[config.mk]
export PLATFORM = sky130hd
export DESIGN_NAME = pnn_queue
export DESIGN_NICKNAME = d
export VERILOG_FILES = /design/src/design/pnn_pkg.sv /design/src/design/pnn_queue.sv
export SDC_FILE = /design/constraint.sdc
export NUM_CORES = 1
export LEC_CHECK = 0
export BUFFER_PORTS_ARGS = -buffer_cell sky130_fd_sc_hd__buf_2
export CAP_MARGIN = 20
export CORE_MARGIN = 2
export CORE_UTILIZATION = 25
export DETAILED_ROUTE_END_ITERATION = 10
export HOLD_SLACK_MARGIN = 0.1
export MAX_ROUTING_LAYER = met4
export SYNTH_ARGS = -nofsm -noshare
export SYNTH_HDL_FRONTEND = slang
export SYNTH_SLANG_ARGS = --single-unit
[constraint.sdc]
create_clock -name aclk -period 8.6 [get_ports aclk]
set_clock_uncertainty 0.15 [all_clocks]
set_input_delay 1.72 -clock aclk [delete_from_list [all_inputs] [get_ports aclk]]
set_output_delay 1.72 -clock aclk [all_outputs]
set_load 0.1 [all_outputs]
[src/design/pnn_pkg.sv]
// shared types and constants for the polygon newell normal core
`default_nettype none
package pnn_pkg;

    localparam int ACC_W   = 40;
    localparam int IDX_W   = 16;
    localparam int NRM_W   = 16;
    localparam int QUO_W   = 15;
    localparam int ROOT_W  = 32;
    localparam int SUM_W   = 64;
    localparam int REM_W   = 48;
    localparam int FRAC_SH = 14;

    typedef enum logic [1:0] {
        ST_OK    = 2'd0,
        ST_DEGEN = 2'd1,
        ST_LONG  = 2'd2
    } status_t;

    typedef struct packed {
        logic [ACC_W-1:0] acc_x;
        logic [ACC_W-1:0] acc_y;
        logic [ACC_W-1:0] acc_z;
        logic [IDX_W-1:0] index;
        status_t          status;
    } job_t;

    typedef struct packed {
        logic [NRM_W-1:0] normal_x;
        logic [NRM_W-1:0] normal_y;
        logic [NRM_W-1:0] normal_z;
        logic [IDX_W-1:0] target_index;
        status_t          status;
    } result_t;

endpackage
`default_nettype wire

[src/design/pnn_queue.sv]
// two-entry job queue between intake and normalizer
`default_nettype none
module pnn_queue
    import pnn_pkg::*;
(
    input  wire logic aclk,
    input  wire logic aresetn,
    input  wire logic push_valid,
    output logic      push_ready,
    input  wire job_t push_job,
    output logic      pop_valid,
    input  wire logic pop_ready,
    output job_t      pop_job
);
    job_t       slot_reg [2];
    logic       wr_reg;
    logic       rd_reg;
    logic [1:0] cnt_reg;
    logic       do_push;
    logic       do_pop;

    assign push_ready = (cnt_reg != 2'd2);
    assign pop_valid  = (cnt_reg != 2'd0);
    assign pop_job    = slot_reg[rd_reg];
    assign do_push    = push_valid && push_ready;
    assign do_pop     = pop_valid && pop_ready;

    always_ff @(posedge aclk) begin
        if (do_push) begin
            slot_reg[wr_reg] <= push_job;
        end
        if (!aresetn) begin
            wr_reg  <= 1'b0;
            rd_reg  <= 1'b0;
            cnt_reg <= 2'd0;
        end else begin
            if (do_push) begin
                wr_reg <= ~wr_reg;
            end
            if (do_pop) begin
                rd_reg <= ~rd_reg;
            end
            case ({do_push, do_pop})
                2'b10:   cnt_reg <= cnt_reg + 2'd1;
                2'b01:   cnt_reg <= cnt_reg - 2'd1;
                default: cnt_reg <= cnt_reg;
            endcase
        end
    end
endmodule
`default_nettype wire

==> out/metrics.cfg <==
[global_routing]
grt_max_degree = 82
grtUsageMet2_pct = 16.6
grt_usage_pct = 9.92
busiest_layer = met2
grt_util_met1_pct = 10.7
grt_pass1_vias = 5462
grtUsageMet3_pct = 3.74
grt_pass1_wl_um = 31000
antenna_found_initial = 4
grt-ovfl-total = 0

[cts]
clockRootBuffer = clkbuf_16
clockBufferDepth = 3
ctsHoldBuffers = 0
clkTransAtPathRegs_ns = 0.06
cts_buffers = 31
h-tree-depth = 1
clock-sinks = 281
post-cts-setup-buffers = 0
cts_resized = 0
clkLatencyLatePin_ns = 0.56
cts_tree = built

[sta]
fin_ws_ns = 3.84
fin_crit_ns = 4.76
fmax_mhz = 210
maxSlewHeadroom_pct = 40.8
slew_viol_final = 0
finalSetupTns_ns = 0
finalSetupViolCount = 0
finalCritPeriodShare_pct = 55.3
worst_pin_slew_ns = 0.888
hold_viol_final = 0
rsz0062_at_grt = false

[finish]
nets = 899
largest_reg_flops = 276
drive_above_1_share_pct = 60.3
fin_util_pct = 32.8
finalNonFillerCells = 1310
fillers = 3986
area_delta_synth_final_pct = 28.8
area.sequential_sq_um = 8390
multi_input_comb_area_sq_um = 1690

[synthesis]
synth-seq-cells = 281
synthDistinctLibCells = 21
synth-seq-area-share_pct = 82.4
ys_async_sr_fraction_pct = 0
synth_top_cells_by_area = edfxtp_1 81%, mux2_2 15%, dfxtp_1 0.98%
synth_nets = 596
synth_warnings = 0
syn_inst = 453
synth-edff-count = 276
syn_avg_cell_area_sq_um = 22.5
netlist.area_leader.share_pct = 81.4
synth_flop_cell = edfxtp_1
yosysTopAreaCell = edfxtp_1
synth_common_cells = 276 x edfxtp_1, 138 x mux2_2, 12 x buf_4
yosysMostFrequentCell = edfxtp_1
syn_area_sq_um = 10200

[floorplan]
ios = 282
start_util_pct = 25.5
die_w_um = 206
std_cell_rows = 73
core_sq_um = 40000
fp.dieH_um = 206
die_area_sq_um = 42400

[critical_path]
path_class = flop to output port
worstPathArrival_ns = 2.89
cp-start-kind = flop
end_kind = output port
cp.required_ns = 6.73
path_max_fanout = 51

[placement]
place_inst = 1248
io_buffer_count = 281
place_ws_ns = 4.36
post-dp-hpwl_um = 14000
gp_congestion = 0.733

[routing]
vias = 5284
wl_per_cell_um = 16.7
post-route-drc-count = 0
finalWirelength_um = 21900
drtAntennaViolNets = 0
vias_per_cell = 4.03
drtPass1Iterations = 4
drtIter0Drc = 151

[outcome]
status = finished, final reports clean

[min_path]
min_path_type = flop to flop

[run]
cap_violations = 0

[per-layer routing]
| layer | wire (um) | vias to the layer above |
|---|---|---|
| met1 | 8290 | 2611 |
| met2 | 10800 | 195 |
| met5 | 0 | - |
| li1 | - | 2427 |
| met3 | 2020 | 51 |
| met4 | 768 | 0 |
[final cells by class]
type                       count  share of cell area [%]
clock inverter                21                   0.840
antenna                        5                  0.0954
inverter                       1                  0.0668
sequential                   281                    64.0
tap                          525                    5.01
multi-input combinational    156                    12.9
clock buffer                  36                    6.06
timing repair buffer         285                    11.0
[cells in the final DEF (no fill, tap or decap)]
cell type / synthesis / final
or3_1: 1 / 1
buf_12: 0 / 1
and2_1: 1 / 1
mux2_2: 138 / 138
inv_6: 0 / 4
a21boi_1: 1 / 1
clkinv_1: 0 / 10
xnor2_1: 3 / 3
edfxtp_1: 276 / 276
o21a_1: 1 / 1
buf_2: 3 / 281
clkinv_4: 0 / 1
dfxtp_1: 5 / 4
nand3b_1: 1 / 1
ha_1: 1 / 1
clkinv_2: 0 / 6
clkbuf_16: 0 / 31
nand2_1: 1 / 1
nand2b_1: 1 / 1
a21boi_0: 1 / 1
o21ai_0: 1 / 1
and3_4: 0 / 1
dfxtp_4: 0 / 1
clkinvlp_4: 0 / 1
buf_4: 12 / 3
nor2b_1: 2 / 2
a21bo_2: 1 / 1
clkbuf_1: 0 / 5
or2_2: 1 / 1
diode_2: 0 / 5
[cells by family after synthesis]
family          count (synthesis)  share of synthesized area [%]
flops                         281                           82.4
buf+inv                        16                           1.07
simple gates                    9                          0.541
xor+xnor                        3                          0.258
fa+ha+maj                       1                          0.123
mux                           138                           15.3
compound gates                  5                          0.369
[through the flow]
stage,hold slack (ns),area (sq um)
6_report,0.389,13100
5_1_grt,0.429,13100
4_1_cts,0.379,13100
3_5_place_dp,0.369,12200
3_3_place_gp,0.350,12200
2_1_floorplan,0.329,10200
[critical path, stage by stage, from the launching register on]
cell	delay (ns)
dfxtp_4	0.83
buf_4	0.65
mux2_2	0.32
buf_2	0.43
[final timing paths]
kind | slack, ns | end | startpoint | depth (start not counted)
worst max-delay path | 3.84 | pop_job[34] | flop | 3
worst min-delay path | 0.39 | cnt_reg[1]$_SDFFE_PN0P_ | cnt_reg[1]$_SDFFE_PN0P_ | 2
worst max register to register | 5.78 | slot_reg[0][85]$_DFFE_PP_ | cnt_reg[0]$_SDFFE_PN0P_ | 4
worst min register to register | 0.39 | cnt_reg[1]$_SDFFE_PN0P_ | cnt_reg[1]$_SDFFE_PN0P_ | 2
Power is left out: the tool's default activity adds up to more than one toggle a clock period on the data nets, which glitch-free logic cannot reach.
