<file path="src/design/pnn_pkg.sv">
// shared types and constants for the polygon newell normal core
`default_nettype none
package pnn_pkg;

    localparam int ACC_W   = 40;
    localparam int IDX_W   = 16;
    localparam int NRM_W   = 16;
    localparam int QUO_W   = 15;
    localparam int ROOT_W  = 32;
    localparam int SUM_W   = 64;
    localparam int REM_W   = 48;
    localparam int FRAC_SH = 14;

    typedef enum logic [1:0] {
        ST_OK    = 2'd0,
        ST_DEGEN = 2'd1,
        ST_LONG  = 2'd2
    } status_t;

    typedef struct packed {
        logic [ACC_W-1:0] acc_x;
        logic [ACC_W-1:0] acc_y;
        logic [ACC_W-1:0] acc_z;
        logic [IDX_W-1:0] index;
        status_t          status;
    } job_t;

    typedef struct packed {
        logic [NRM_W-1:0] normal_x;
        logic [NRM_W-1:0] normal_y;
        logic [NRM_W-1:0] normal_z;
        logic [IDX_W-1:0] target_index;
        status_t          status;
    } result_t;

endpackage
`default_nettype wire

</file>
<file path="src/design/pnn_front.sv">
// vertex intake and newell sum accumulation
`default_nettype none
module pnn_front
    import pnn_pkg::*;
#(
    parameter int MAX_VERT = 16,
    parameter int COORD_W  = 16
) (
    input  wire logic                      aclk,
    input  wire logic                      aresetn,
    input  wire logic                      in_valid,
    output logic                           in_ready,
    input  wire logic signed [COORD_W-1:0] in_x,
    input  wire logic signed [COORD_W-1:0] in_y,
    input  wire logic signed [COORD_W-1:0] in_z,
    input  wire logic [IDX_W-1:0]          in_index,
    input  wire logic                      in_last,
    output logic                           push_valid,
    input  wire logic                      push_ready,
    output job_t                           push_job
);
    localparam int CNT_W = $clog2(MAX_VERT + 1);
    localparam int DW    = COORD_W + 1;
    localparam int PW    = (2 * DW > ACC_W) ? 2 * DW : ACC_W;

    typedef enum logic [1:0] {F_IDLE, F_MUL, F_ACC, F_PUSH} fstate_t;

    fstate_t                    state_reg;
    logic signed [COORD_W-1:0]  ea_reg    [3];
    logic signed [COORD_W-1:0]  eb_reg    [3];
    logic signed [COORD_W-1:0]  first_reg [3];
    logic signed [COORD_W-1:0]  prev_reg  [3];
    logic [IDX_W-1:0]           first_idx_reg;
    logic [ACC_W-1:0]           acc_reg   [3];
    logic [ACC_W-1:0]           prod_reg  [3];
    logic [CNT_W-1:0]           cnt_reg;
    logic                       ovf_reg;
    logic                       last_reg;
    logic                       close_reg;

    logic signed [DW-1:0] dif [3];
    logic signed [DW-1:0] sm  [3];
    logic signed [PW-1:0] pr  [3];
    logic                 acc_zero;

    assign in_ready   = (state_reg == F_IDLE);
    assign push_valid = (state_reg == F_PUSH);

    always_comb begin
        // edge a -> b: x uses y,z ; y uses z,x ; z uses x,y
        dif[0] = DW'(ea_reg[1]) - DW'(eb_reg[1]);
        sm[0]  = DW'(ea_reg[2]) + DW'(eb_reg[2]);
        dif[1] = DW'(ea_reg[2]) - DW'(eb_reg[2]);
        sm[1]  = DW'(ea_reg[0]) + DW'(eb_reg[0]);
        dif[2] = DW'(ea_reg[0]) - DW'(eb_reg[0]);
        sm[2]  = DW'(ea_reg[1]) + DW'(eb_reg[1]);
        for (int i = 0; i < 3; i++) begin
            pr[i] = PW'(dif[i]) * PW'(sm[i]);
        end
        acc_zero = (acc_reg[0] == '0) && (acc_reg[1] == '0) && (acc_reg[2] == '0);
        push_job.acc_x  = acc_reg[0];
        push_job.acc_y  = acc_reg[1];
        push_job.acc_z  = acc_reg[2];
        push_job.index  = first_idx_reg;
        push_job.status = ovf_reg ? ST_LONG : (acc_zero ? ST_DEGEN : ST_OK);
    end

    always_ff @(posedge aclk) begin
        if (!aresetn) begin
            state_reg <= F_IDLE;
            cnt_reg   <= '0;
            ovf_reg   <= 1'b0;
            close_reg <= 1'b0;
            for (int i = 0; i < 3; i++) begin
                acc_reg[i] <= '0;
            end
        end else begin
            case (state_reg)
                F_IDLE: begin
                    if (in_valid) begin
                        last_reg  <= in_last;
                        close_reg <= 1'b0;
                        eb_reg[0] <= in_x;
                        eb_reg[1] <= in_y;
                        eb_reg[2] <= in_z;
                        prev_reg[0] <= in_x;
                        prev_reg[1] <= in_y;
                        prev_reg[2] <= in_z;
                        if (cnt_reg == '0) begin
                            // first vertex: zero-length edge
                            ea_reg[0] <= in_x;
                            ea_reg[1] <= in_y;
                            ea_reg[2] <= in_z;
                            first_reg[0] <= in_x;
                            first_reg[1] <= in_y;
                            first_reg[2] <= in_z;
                            first_idx_reg <= in_index;
                            cnt_reg <= CNT_W'(1);
                        end else begin
                            for (int i = 0; i < 3; i++) begin
                                ea_reg[i] <= prev_reg[i];
                            end
                            if (cnt_reg >= CNT_W'(MAX_VERT)) begin
                                ovf_reg <= 1'b1;
                            end else begin
                                cnt_reg <= cnt_reg + CNT_W'(1);
                            end
                        end
                        state_reg <= F_MUL;
                    end
                end
                F_MUL: begin
                    for (int i = 0; i < 3; i++) begin
                        prod_reg[i] <= pr[i][ACC_W-1:0];
                    end
                    state_reg <= F_ACC;
                end
                F_ACC: begin
                    for (int i = 0; i < 3; i++) begin
                        acc_reg[i] <= acc_reg[i] + prod_reg[i];
                    end
                    if (last_reg && !close_reg) begin
                        // closing edge back to the first vertex
                        close_reg <= 1'b1;
                        for (int i = 0; i < 3; i++) begin
                            ea_reg[i] <= eb_reg[i];
                            eb_reg[i] <= first_reg[i];
                        end
                        state_reg <= F_MUL;
                    end else if (last_reg) begin
                        state_reg <= F_PUSH;
                    end else begin
                        state_reg <= F_IDLE;
                    end
                end
                F_PUSH: begin
                    if (push_ready) begin
                        for (int i = 0; i < 3; i++) begin
                            acc_reg[i] <= '0;
                        end
                        cnt_reg   <= '0;
                        ovf_reg   <= 1'b0;
                        state_reg <= F_IDLE;
                    end
                end
                default: state_reg <= F_IDLE;
            endcase
        end
    end
endmodule
`default_nettype wire

</file>
<file path="config.mk">
export PLATFORM = sky130hd
export DESIGN_NAME = pnn_front
export DESIGN_NICKNAME = d
export VERILOG_FILES = /design/src/design/pnn_pkg.sv /design/src/design/pnn_front.sv
export SDC_FILE = /design/constraint.sdc
export NUM_CORES = 2
export LEC_CHECK = 0
export BUFFER_PORTS_ARGS = -buffer_cell sky130_fd_sc_hd__buf_4
export CORE_MARGIN = 2
export CORE_UTILIZATION = 25
export CTS_BUF_LIST = sky130_fd_sc_hd__clkbuf_2
export DETAILED_ROUTE_END_ITERATION = 8
export HOLD_SLACK_MARGIN = 0.08
export PLACE_DENSITY_LB_ADDON = 0.05
export SETUP_SLACK_MARGIN = 0.4
export SLEW_MARGIN = 15
export SYNTH_ARGS = -nofsm -noshare
export SYNTH_HDL_FRONTEND = slang
export SYNTH_SLANG_ARGS = --single-unit
</file>
<file path="constraint.sdc">
create_clock -name aclk -period 10.4 [get_ports aclk]
set_input_delay 0 -clock aclk [delete_from_list [all_inputs] [get_ports aclk]]
set_output_delay 0 -clock aclk [all_outputs]
set_load 0.005 [all_outputs]
</file>
==> flow_summary.toml <==
[job]
cap_violations = 0

[final_layout]
final_nets = 7909
multi_input_area_um2 = 40500
largest_reg_flops = 120
drive_gt1_frac = 0.108
area_delta_synth_final_pct = 17.2
regArea_um2 = 13100
fill_cells = 24391

[worst_setup_path]
startpoint_type = "register"
crit_end = "prod_reg[0][39]"
crit_required_ns = 11.77
cp_slowest_cell = "fa_1"
rr_startpoint = "eb_reg[0][16]"
r2r_cells = 34
critPathLaunch = "eb_reg[0][16]"
crit_fanout = 16
cp-end-kind = "register"
path_class = "register to register"
rrSetupSlack_ns = 1.06
worstReg2RegEnd = "prod_reg[0][39]"
slowest_delay_ns = 0.53
cp.arrival_ns = 10.71
path_common_cell = "fa_1"

[floorplan]
fp.coreArea_um2 = 230000
die_x_um = 486
die_y_um = 486
dieArea_um2 = 236000
rows = 176
start_util = 0.252
io_pins = 209

[yosys]
ys.warnings.count = 0
synthXorXnorAreaFrac = 0.0507
yosysTopAreaCell = "fa_1"
yosysSeqAreaShare = 0.226
synthTopCellsByArea = "fa_1 (31%), edfxtp_1 (22%), ha_1 (10%)"
syn_avg_cell_area_um2 = 9.85
synth-simple-area-share = 0.124
async_reset_ff_frac = 0
yosys-mux-area-fraction = 0.0185
synth-main-ff-cell = "edfxtp_1"
syn-instance-count = 5885
synth-edff-count = 431
synthesis.nets = 7325
netlist_area_um2 = 58000
synth_cell_types = 93
synthAdderAreaFrac = 0.412
synth-compound-area-share = 0.0877
synth_top_family_by_area = "adder cells"
postSynthRegisterBits = 440
synth_top_area_share = 0.310

[timing]
slew_headroom = 0.198
finalSetupViolations = 0
worst_slew_pin_slew_ns = 1.20
period_share = 0.898
drv_slew = 0
setup_tns_ns = 0
fin_worst_skew_ns = 0.137
hold_viol = 0
fin_crit_ns = 9.34
rsz0062_at_grt = "no"
fmax_mhz = 107

[placed_design]
io_buffers = 208
gp_congestion = 0.809
dp_hpwl_um = 157000

[grt]
grt_pass1_vias = 46072
grt_max_degree = 146
grt_usage = 0.165
grt_antenna_before_repair = 7
overflow = 0
grt_first_pass_wirelength_um = 294000

[routing]
vias = 42437
vias_per_cell = 4.42
drt_iter0_markers = 1981
wl_um = 192000
first_pass_iters = 5
drc_errors = 0
ant_nets = 0
wl_per_cell_um = 20.0

[clock_network]
clockRootBuffer = "clkbuf_2"
cts_tree = "yes"
cts_max_level = 4
clk_transition_reported_paths_ns = 0.08
ctsLongestPathBuffers = 3
clk_latency_ns = 1.63
cts.sinks = 440
cts_buffers = 145

[hold_path]
min_from = "in_z[1]"
min_path_type = "primary input to register"

[outcome]
status = "finished, final reports clean"
## layer usage
layer  global-route usage  share of wire  wire length (um)  vias up
li1                     -              -                 -    20102
met1                0.246           0.52             99000    21459
met2                0.255           0.44             84300      704
met3               0.0207          0.031              5960      170
met4               0.0328          0.015              2880        2
met5                    0       0.000068                13        -
## worst max-delay path, delay by kind of cell (launching register included)
| kind | cells | cell delay, ns |
|---|---|---|
| AOI/OAI and AO/OA | 11 | 2.76 |
| buffers and inverters | 7 | 0.67 |
| xor gates and xnor gates | 2 | 0.38 |
| DFF | 1 | 0.44 |
| adders and majority gates | 9 | 4.05 |
| and+or+nand+nor | 5 | 0.77 |
## cells in the mapped netlist, types with 33 or more instances
| master | number |
|---|---|
| fa_1 | 898 |
| edfxtp_1 | 431 |
| mux2i_1 | 52 |
| nor2b_1 | 100 |
| nand2b_1 | 86 |
| inv_1 | 1057 |
| nand2_1 | 524 |
| o21ai_0 | 113 |
| clkbuf_1 | 147 |
| and2_1 | 54 |
| nand3_1 | 38 |
| o21bai_1 | 38 |
| o21a_1 | 41 |
| mux2_2 | 49 |
| nor2_1 | 644 |
| nor3_1 | 48 |
| a21oi_1 | 270 |
| a21o_1 | 105 |
| nor4_1 | 33 |
| ha_1 | 473 |
| xnor2_1 | 235 |
| xor2_1 | 99 |
## placed cells by master (no fill, tap or decap), types with 85 or more instances in the layout
cell type and instances:
nor2_1 643, clkbuf_2 197, inv_1 1056, buf_4 344, ha_1 473, edfxtp_1 431, nor2b_1 100, nand2_1 521
a21o_1 105, dlygate4sd3_1 264, a21oi_1 270, fa_1 898, o21ai_0 112, nand2b_1 85, xnor2_1 208, xor2_1 94
## area by class of cell
type,count,share of cell area
multi-input combinational,4214,0.596
antenna,11,0.000405
sequential,440,0.193
tap,3026,0.0557
inverter,1059,0.0585
clock buffer,197,0.0145
clock inverter,46,0.00455
timing repair buffer,609,0.0772
## worst min path at each step
stage | end | cells after the start
floorplan | first_idx_reg[0] | 0
CTS | first_reg[0][3] | 4
finish | first_reg[0][33] | 4
detailed placement | first_idx_reg[3] | 1
global route | first_reg[0][33] | 4
global placement | first_idx_reg[9] | 1
## what timing repair did
action / 4_1_cts / 5_1_grt
endpoints found under the hold margin: 769 / 0
hold buffers: 264 / 0
endpoints found under the setup margin: 0 / 7
gates resized for setup: 0 / 4
setup buffers: 0 / 0
## cell families after synthesis
logic type      Yosys count
flops                   440
compound gates          777
buf+inv                1231
xor+xnor                335
simple gates           1630
mux                     101
fa+ha+maj              1371
## per-stage QoR
stage          instances  setup WS (ns)  cell area (um^2)  hold WS (ns)  utilization
3_3_place_gp        9084          0.981             64000         0.179        0.278
4_1_cts             9591          0.758             67900        0.0819        0.295
2_1_floorplan       5885           1.90             58000        0.0989            -
5_1_grt             9600          0.407             68000         0.150        0.295
3_5_place_dp        9084          0.851             64000         0.179        0.278
6_report            9602           1.06             68000         0.435        0.295
Power is not shown: default switching activity piles up to over one toggle a cycle in this logic, so the estimate is an artifact.
