File: config.mk
export PLATFORM = sky130hd
export DESIGN_NAME = pnn_back
export DESIGN_NICKNAME = d
export VERILOG_FILES = /design/src/design/pnn_pkg.sv /design/src/design/pnn_back.sv
export SDC_FILE = /design/constraint.sdc
export NUM_CORES = 2
export LEC_CHECK = 0
export ABC_AREA = 1
export BUFFER_PORTS_ARGS = -buffer_cell sky130_fd_sc_hd__buf_2
export CELL_PAD_IN_SITES_DETAIL_PLACEMENT = 1
export CELL_PAD_IN_SITES_GLOBAL_PLACEMENT = 1
export CORE_UTILIZATION = 49
export DETAILED_ROUTE_END_ITERATION = 16
export PLACE_DENSITY = 0.87
export SKIP_CTS_REPAIR_TIMING = 1
export SLEW_MARGIN = 10
export SYNTH_ARGS = -nofsm -noshare
export SYNTH_HDL_FRONTEND = slang
export SYNTH_SLANG_ARGS = --single-unit
File: constraint.sdc
create_clock -name aclk -period 11.9 [get_ports aclk]
set_input_delay 1.19 -clock aclk [delete_from_list [all_inputs] [get_ports aclk]]
set_output_delay 1.19 -clock aclk [all_outputs]
set_load 0.01 [all_outputs]
File: src/design/pnn_pkg.sv
// shared types and constants for the polygon newell normal core
`default_nettype none
package pnn_pkg;

    localparam int ACC_W   = 40;
    localparam int IDX_W   = 16;
    localparam int NRM_W   = 16;
    localparam int QUO_W   = 15;
    localparam int ROOT_W  = 32;
    localparam int SUM_W   = 64;
    localparam int REM_W   = 48;
    localparam int FRAC_SH = 14;

    typedef enum logic [1:0] {
        ST_OK    = 2'd0,
        ST_DEGEN = 2'd1,
        ST_LONG  = 2'd2
    } status_t;

    typedef struct packed {
        logic [ACC_W-1:0] acc_x;
        logic [ACC_W-1:0] acc_y;
        logic [ACC_W-1:0] acc_z;
        logic [IDX_W-1:0] index;
        status_t          status;
    } job_t;

    typedef struct packed {
        logic [NRM_W-1:0] normal_x;
        logic [NRM_W-1:0] normal_y;
        logic [NRM_W-1:0] normal_z;
        logic [IDX_W-1:0] target_index;
        status_t          status;
    } result_t;

endpackage
`default_nettype wire

File: src/design/pnn_back.sv
// normalizer: scale, sum of squares, bit-serial root and divide
`default_nettype none
module pnn_back
    import pnn_pkg::*;
(
    input  wire logic aclk,
    input  wire logic aresetn,
    input  wire logic pop_valid,
    output logic      pop_ready,
    input  wire job_t pop_job,
    output logic      res_valid,
    input  wire logic res_ready,
    output result_t   res
);
    typedef enum logic [2:0] {
        B_IDLE, B_SHIFT, B_SQ, B_SQRT, B_DINIT, B_DIV, B_OUT
    } bstate_t;

    bstate_t           state_reg;
    logic [ACC_W-1:0]  mag_reg [3];
    logic              neg_reg [3];
    logic [NRM_W-1:0]  nrm_reg [3];
    logic [IDX_W-1:0]  idx_reg;
    status_t           status_reg;
    logic [SUM_W-1:0]  sum_reg;
    logic [SUM_W-1:0]  x_reg;
    logic [SUM_W-1:0]  root_reg;
    logic [SUM_W-1:0]  bit_reg;
    logic [ROOT_W-1:0] q_reg;
    logic [REM_W-1:0]  rem_reg;
    logic [QUO_W-1:0]  quo_reg;
    logic [3:0]        step_reg;
    logic [1:0]        comp_reg;

    logic [ACC_W-1:0]  acc_in [3];
    logic [ACC_W-1:0]  orv;
    logic [30:0]       msel;
    logic [61:0]       sq;
    logic [SUM_W-1:0]  trial_root;
    logic [SUM_W-1:0]  root_next;
    logic [REM_W-1:0]  trial_div;
    logic [QUO_W-1:0]  quo_next;

    assign pop_ready = (state_reg == B_IDLE);
    assign res_valid = (state_reg == B_OUT);

    always_comb begin
        acc_in[0]  = pop_job.acc_x;
        acc_in[1]  = pop_job.acc_y;
        acc_in[2]  = pop_job.acc_z;
        orv        = mag_reg[0] | mag_reg[1] | mag_reg[2];
        msel       = mag_reg[comp_reg][30:0];
        sq         = 62'(msel) * 62'(msel);
        trial_root = root_reg + bit_reg;
        if (x_reg >= trial_root) begin
            root_next = (root_reg >> 1) + bit_reg;
        end else begin
            root_next = root_reg >> 1;
        end
        trial_div = REM_W'(q_reg) << step_reg;
        quo_next  = quo_reg;
        if (rem_reg >= trial_div) begin
            quo_next = quo_reg | (QUO_W'(1) << step_reg);
        end
        res.normal_x     = nrm_reg[0];
        res.normal_y     = nrm_reg[1];
        res.normal_z     = nrm_reg[2];
        res.target_index = idx_reg;
        res.status       = status_reg;
    end

    always_ff @(posedge aclk) begin
        if (!aresetn) begin
            state_reg <= B_IDLE;
        end else begin
            case (state_reg)
                B_IDLE: begin
                    if (pop_valid) begin
                        idx_reg    <= pop_job.index;
                        status_reg <= pop_job.status;
                        sum_reg    <= '0;
                        comp_reg   <= 2'd0;
                        for (int i = 0; i < 3; i++) begin
                            neg_reg[i] <= acc_in[i][ACC_W-1];
                            mag_reg[i] <= acc_in[i][ACC_W-1] ? (~acc_in[i] + ACC_W'(1))
                                                             : acc_in[i];
                            nrm_reg[i] <= '0;
                        end
                        state_reg <= (pop_job.status == ST_OK) ? B_SHIFT : B_OUT;
                    end
                end
                B_SHIFT: begin
                    // bring the largest magnitude into [2^30, 2^31)
                    if (orv[ACC_W-1:31] != '0) begin
                        for (int i = 0; i < 3; i++) begin
                            mag_reg[i] <= mag_reg[i] >> 1;
                        end
                    end else if (!orv[30]) begin
                        for (int i = 0; i < 3; i++) begin
                            mag_reg[i] <= mag_reg[i] << 1;
                        end
                    end else begin
                        state_reg <= B_SQ;
                    end
                end
                B_SQ: begin
                    sum_reg <= sum_reg + SUM_W'(sq);
                    if (comp_reg == 2'd2) begin
                        x_reg     <= sum_reg + SUM_W'(sq);
                        root_reg  <= '0;
                        bit_reg   <= SUM_W'(1) << 62;
                        comp_reg  <= 2'd0;
                        state_reg <= B_SQRT;
                    end else begin
                        comp_reg <= comp_reg + 2'd1;
                    end
                end
                B_SQRT: begin
                    if (x_reg >= trial_root) begin
                        x_reg <= x_reg - trial_root;
                    end
                    root_reg <= root_next;
                    bit_reg  <= bit_reg >> 2;
                    if (bit_reg[0]) begin
                        q_reg     <= root_next[ROOT_W-1:0];
                        state_reg <= B_DINIT;
                    end
                end
                B_DINIT: begin
                    rem_reg   <= (REM_W'(msel) << FRAC_SH) + REM_W'(q_reg >> 1);
                    quo_reg   <= '0;
                    step_reg  <= 4'(QUO_W - 1);
                    state_reg <= B_DIV;
                end
                B_DIV: begin
                    if (rem_reg >= trial_div) begin
                        rem_reg <= rem_reg - trial_div;
                    end
                    quo_reg <= quo_next;
                    if (step_reg == 4'd0) begin
                        nrm_reg[comp_reg] <= neg_reg[comp_reg] ? (NRM_W'(0) - NRM_W'(quo_next))
                                                               : NRM_W'(quo_next);
                        if (comp_reg == 2'd2) begin
                            state_reg <= B_OUT;
                        end else begin
                            comp_reg  <= comp_reg + 2'd1;
                            state_reg <= B_DINIT;
                        end
                    end else begin
                        step_reg <= step_reg - 4'd1;
                    end
                end
                B_OUT: begin
                    if (res_ready) begin
                        state_reg <= B_IDLE;
                    end
                end
                default: state_reg <= B_IDLE;
            endcase
        end
    end
endmodule
`default_nettype wire

==> impl_metrics.json <==
{
  "outcome": "completed",
  "critical_path.slowest_cell": "inv_1",
  "cts_tree": "yes",
  "critPathTopFamily": "adder cells",
  "die_x_microns": 382,
  "period_needed_ns": 10.87,
  "viasPerCell": 5.92,
  "cpMostUsedCell": "fa_1",
  "setup-violations-final": 0,
  "syn_area_per_cell_sq_um": 7.77,
  "hold_start": "q_reg[1]$_DFFE_PP_",
  "ys_seq_elements": 519,
  "worstSetupStartpointType": "flip-flop",
  "crit_path_max_incr_delay_ns": 0.83,
  "antenna_found_initial": 9,
  "met1_length_microns": 111000,
  "drive_above_1_share_pct": 5.95,
  "min_path_type": "flip-flop to flip-flop",
  "grt_pass1_wl_microns": 422000,
  "drt_iter0_markers": 6656,
  "port_buffers": 209,
  "drv_cap": 0,
  "ys.flop_type": "edfxtp_1",
  "die_h_microns": 382,
  "num_vias": 66000,
  "top_layer_used": "met5",
  "final_cell_mix": "inv_1 (1834), nand2_1 (1613), nor2_1 (1170)",
  "routed-wl-met3_microns": 24000,
  "clk_path_buf_depth": 3,
  "largest_reg_flops": 120,
  "dp_slack_ns": 1.55,
  "crit_buf_inv": 6,
  "grt_max_degree": 91,
  "syn_to_final_growth_pct": 7.51,
  "synthArstFlopShare_pct": 0,
  "relSlewSlack_pct": 13.2,
  "cts-root-buf": "clkbuf_16",
  "cp.arrival_ns": 11.26,
  "fin_area_sq_mm": 0.0759,
  "grt_overflow": 0,
  "cts_sinks": 519,
  "h-tree-depth": 3,
  "min_to": "rem_reg[0]$_DFFE_PP_",
  "synth_edf_count": 514,
  "syn_inst": 9088,
  "syn_area_sq_mm": 0.0706,
  "clkLatencyLatePin_ns": 0.69,
  "reg2reg_depth": 27,
  "path_class": "flip-flop to flip-flop",
  "placementRows": 138,
  "totalWireLength_microns": 277000,
  "nNetsFinal": 10600,
  "seq_area_frac_synth_pct": 22.0,
  "dieArea_sq_mm": 0.146,
  "worstMarginPinSlew_ns": 1.30,
  "grt_usage_pct": 38.1,
  "rrSetupSlack_ns": 1.03,
  "met2_length_microns": 126000,
  "ys_types": 67,
  "layout_commonest_cell": "inv_1",
  "fin_skew_ns": 0.0313,
  "numCtsBuffers": 69,
  "path_clk_slew_ns": 0.06,
  "dpl.hpwl_microns": 225000,
  "place.gp.congestion": 0.999,
  "ant_nets": 0,
  "worstReg2RegEnd": "x_reg[39]$_DFFE_PP_",
  "crit_path_end_kind": "flip-flop",
  "rsz0062_at_grt": "no",
  "synthesis.nets": 10500,
  "grt_pass1_vias": 70700,
  "drc_errors": 0,
  "drt_first_pass_iters": 6,
  "period_share_pct": 91.3,
  "hold_viol_final": 0,
  "slew_viol_final": 0,
  "place_area_sq_mm": 0.0737,
  "fmax_ghz": 0.0920,
  "setup_ws_ns": 1.03,
  "ios": 210,
  "wire_per_inst_microns": 24.9,
  "coreArea_sq_mm": 0.142,
  "initial_core_util_pct": 49.6,
  "hold_depth": 2,
  "yosysWarnings": 0,
  "setup_tns_ns": 0,
  "cp_max_fo": 30,
  "worstPathRequired_ns": 12.29
}
==> final cells by class <==
class / count / area, sq um
fill: 17900 / 66300
multi-input combinational: 6461 / 47200
sequential: 519 / 15500
inverter: 1863 / 6990
tap: 1890 / 2360
clock buffer: 82 / 1810
timing repair buffer: 289 / 1650
clock inverter: 45 / 410
antenna: 5 / 12.5
==> metal layers <==
layer  GRT usage [%]  up-vias
li1                -    29100
met1            49.4    33100
met2            61.0     3012
met3            6.90      848
met4            19.3        6
met5               0        -
==> tightest hold or removal path, cell delays in order (launching register included) <==
cell      delay, ns
edfxtp_1       0.34
nand2_1        0.05
o21ai_0        0.06
==> cells in the mapped netlist (6+ instances only) <==
| cell type | instances | area share (%) |
|---|---|---|
| xor2_1 | 182 | 2.3 |
| nand3b_2 | 6 | 0.096 |
| fa_1 | 802 | 23 |
| nand2_1 | 1614 | 8.6 |
| nor3_1 | 92 | 0.65 |
| nand3b_1 | 9 | 0.096 |
| o21ai_2 | 14 | 0.17 |
| a31o_2 | 6 | 0.074 |
| inv_1 | 1837 | 9.8 |
| nor4_1 | 47 | 0.42 |
| edfxtp_1 | 514 | 22 |
| and3_1 | 8 | 0.071 |
| nor2_1 | 1173 | 6.2 |
| o21bai_1 | 36 | 0.38 |
| o221ai_1 | 12 | 0.15 |
| a21boi_0 | 10 | 0.11 |
| a221oi_1 | 8 | 0.099 |
| buf_2 | 38 | 0.27 |
| o21a_1 | 21 | 0.22 |
| inv_2 | 23 | 0.12 |
| clkbuf_1 | 165 | 0.88 |
| a21o_1 | 32 | 0.34 |
| mux2i_1 | 24 | 0.34 |
| xnor2_1 | 134 | 1.7 |
| ha_1 | 476 | 8.4 |
| nand2_2 | 8 | 0.071 |
| o21ai_1 | 57 | 0.40 |
| o31ai_1 | 8 | 0.085 |
| nand4_1 | 55 | 0.49 |
| buf_6 | 6 | 0.096 |
| buf_1 | 30 | 0.16 |
| nor2_2 | 11 | 0.097 |
| o22ai_1 | 26 | 0.23 |
| a31oi_1 | 63 | 0.56 |
| o21ai_0 | 613 | 4.3 |
| o211ai_1 | 83 | 0.88 |
| or2_2 | 48 | 0.43 |
| a211oi_1 | 12 | 0.13 |
| nand3_1 | 278 | 2.0 |
| a21oi_2 | 8 | 0.099 |
| a21oi_1 | 445 | 3.2 |
==> how the worst max path moves through the flow <==
stage | end | slack (ns) | depth (start not counted)
after global placement | x_reg[39]$_DFFE_PP_ | 1.89 | 28
after CTS | x_reg[57]$_DFFE_PP_ | 1.48 | 31
after detailed placement | x_reg[57]$_DFFE_PP_ | 1.55 | 31
final | x_reg[39]$_DFFE_PP_ | 1.03 | 27
after global routing | x_reg[57]$_DFFE_PP_ | 0.90 | 31
after floorplan | x_reg[0]$_DFFE_PP_ | 3.09 | 26
==> stage by stage <==
| stage | utilization, % | cells | hold WS (ns) |
|---|---|---|---|
| 2_1_floorplan | - | 9088 | 0.498 |
| 3_3_place_gp | 51.8 | 11000 | 0.541 |
| 3_5_place_dp | 51.8 | 11000 | 0.556 |
| 4_1_cts | 53.4 | 11100 | 0.572 |
| 5_1_grt | 53.4 | 11200 | 0.614 |
| 6_report | 53.4 | 11200 | 0.571 |
==> kinds of logic after synthesis <==
family                   Yosys count  share of synthesized area, %
adder cells (fa/ha/maj)         1278                          31.2
AND/OR/NAND/NOR                 3369                          19.5
buffers and inverters           2108                          11.4
multiplexers                      24                         0.340
XOR/XNOR                         316                          3.92
flip-flops                       519                          22.0
AO/OA/AOI/OAI                   1474                          11.7
Power is not shown: default switching activity piles up to over one toggle a cycle in this logic, so the estimate is an artifact.
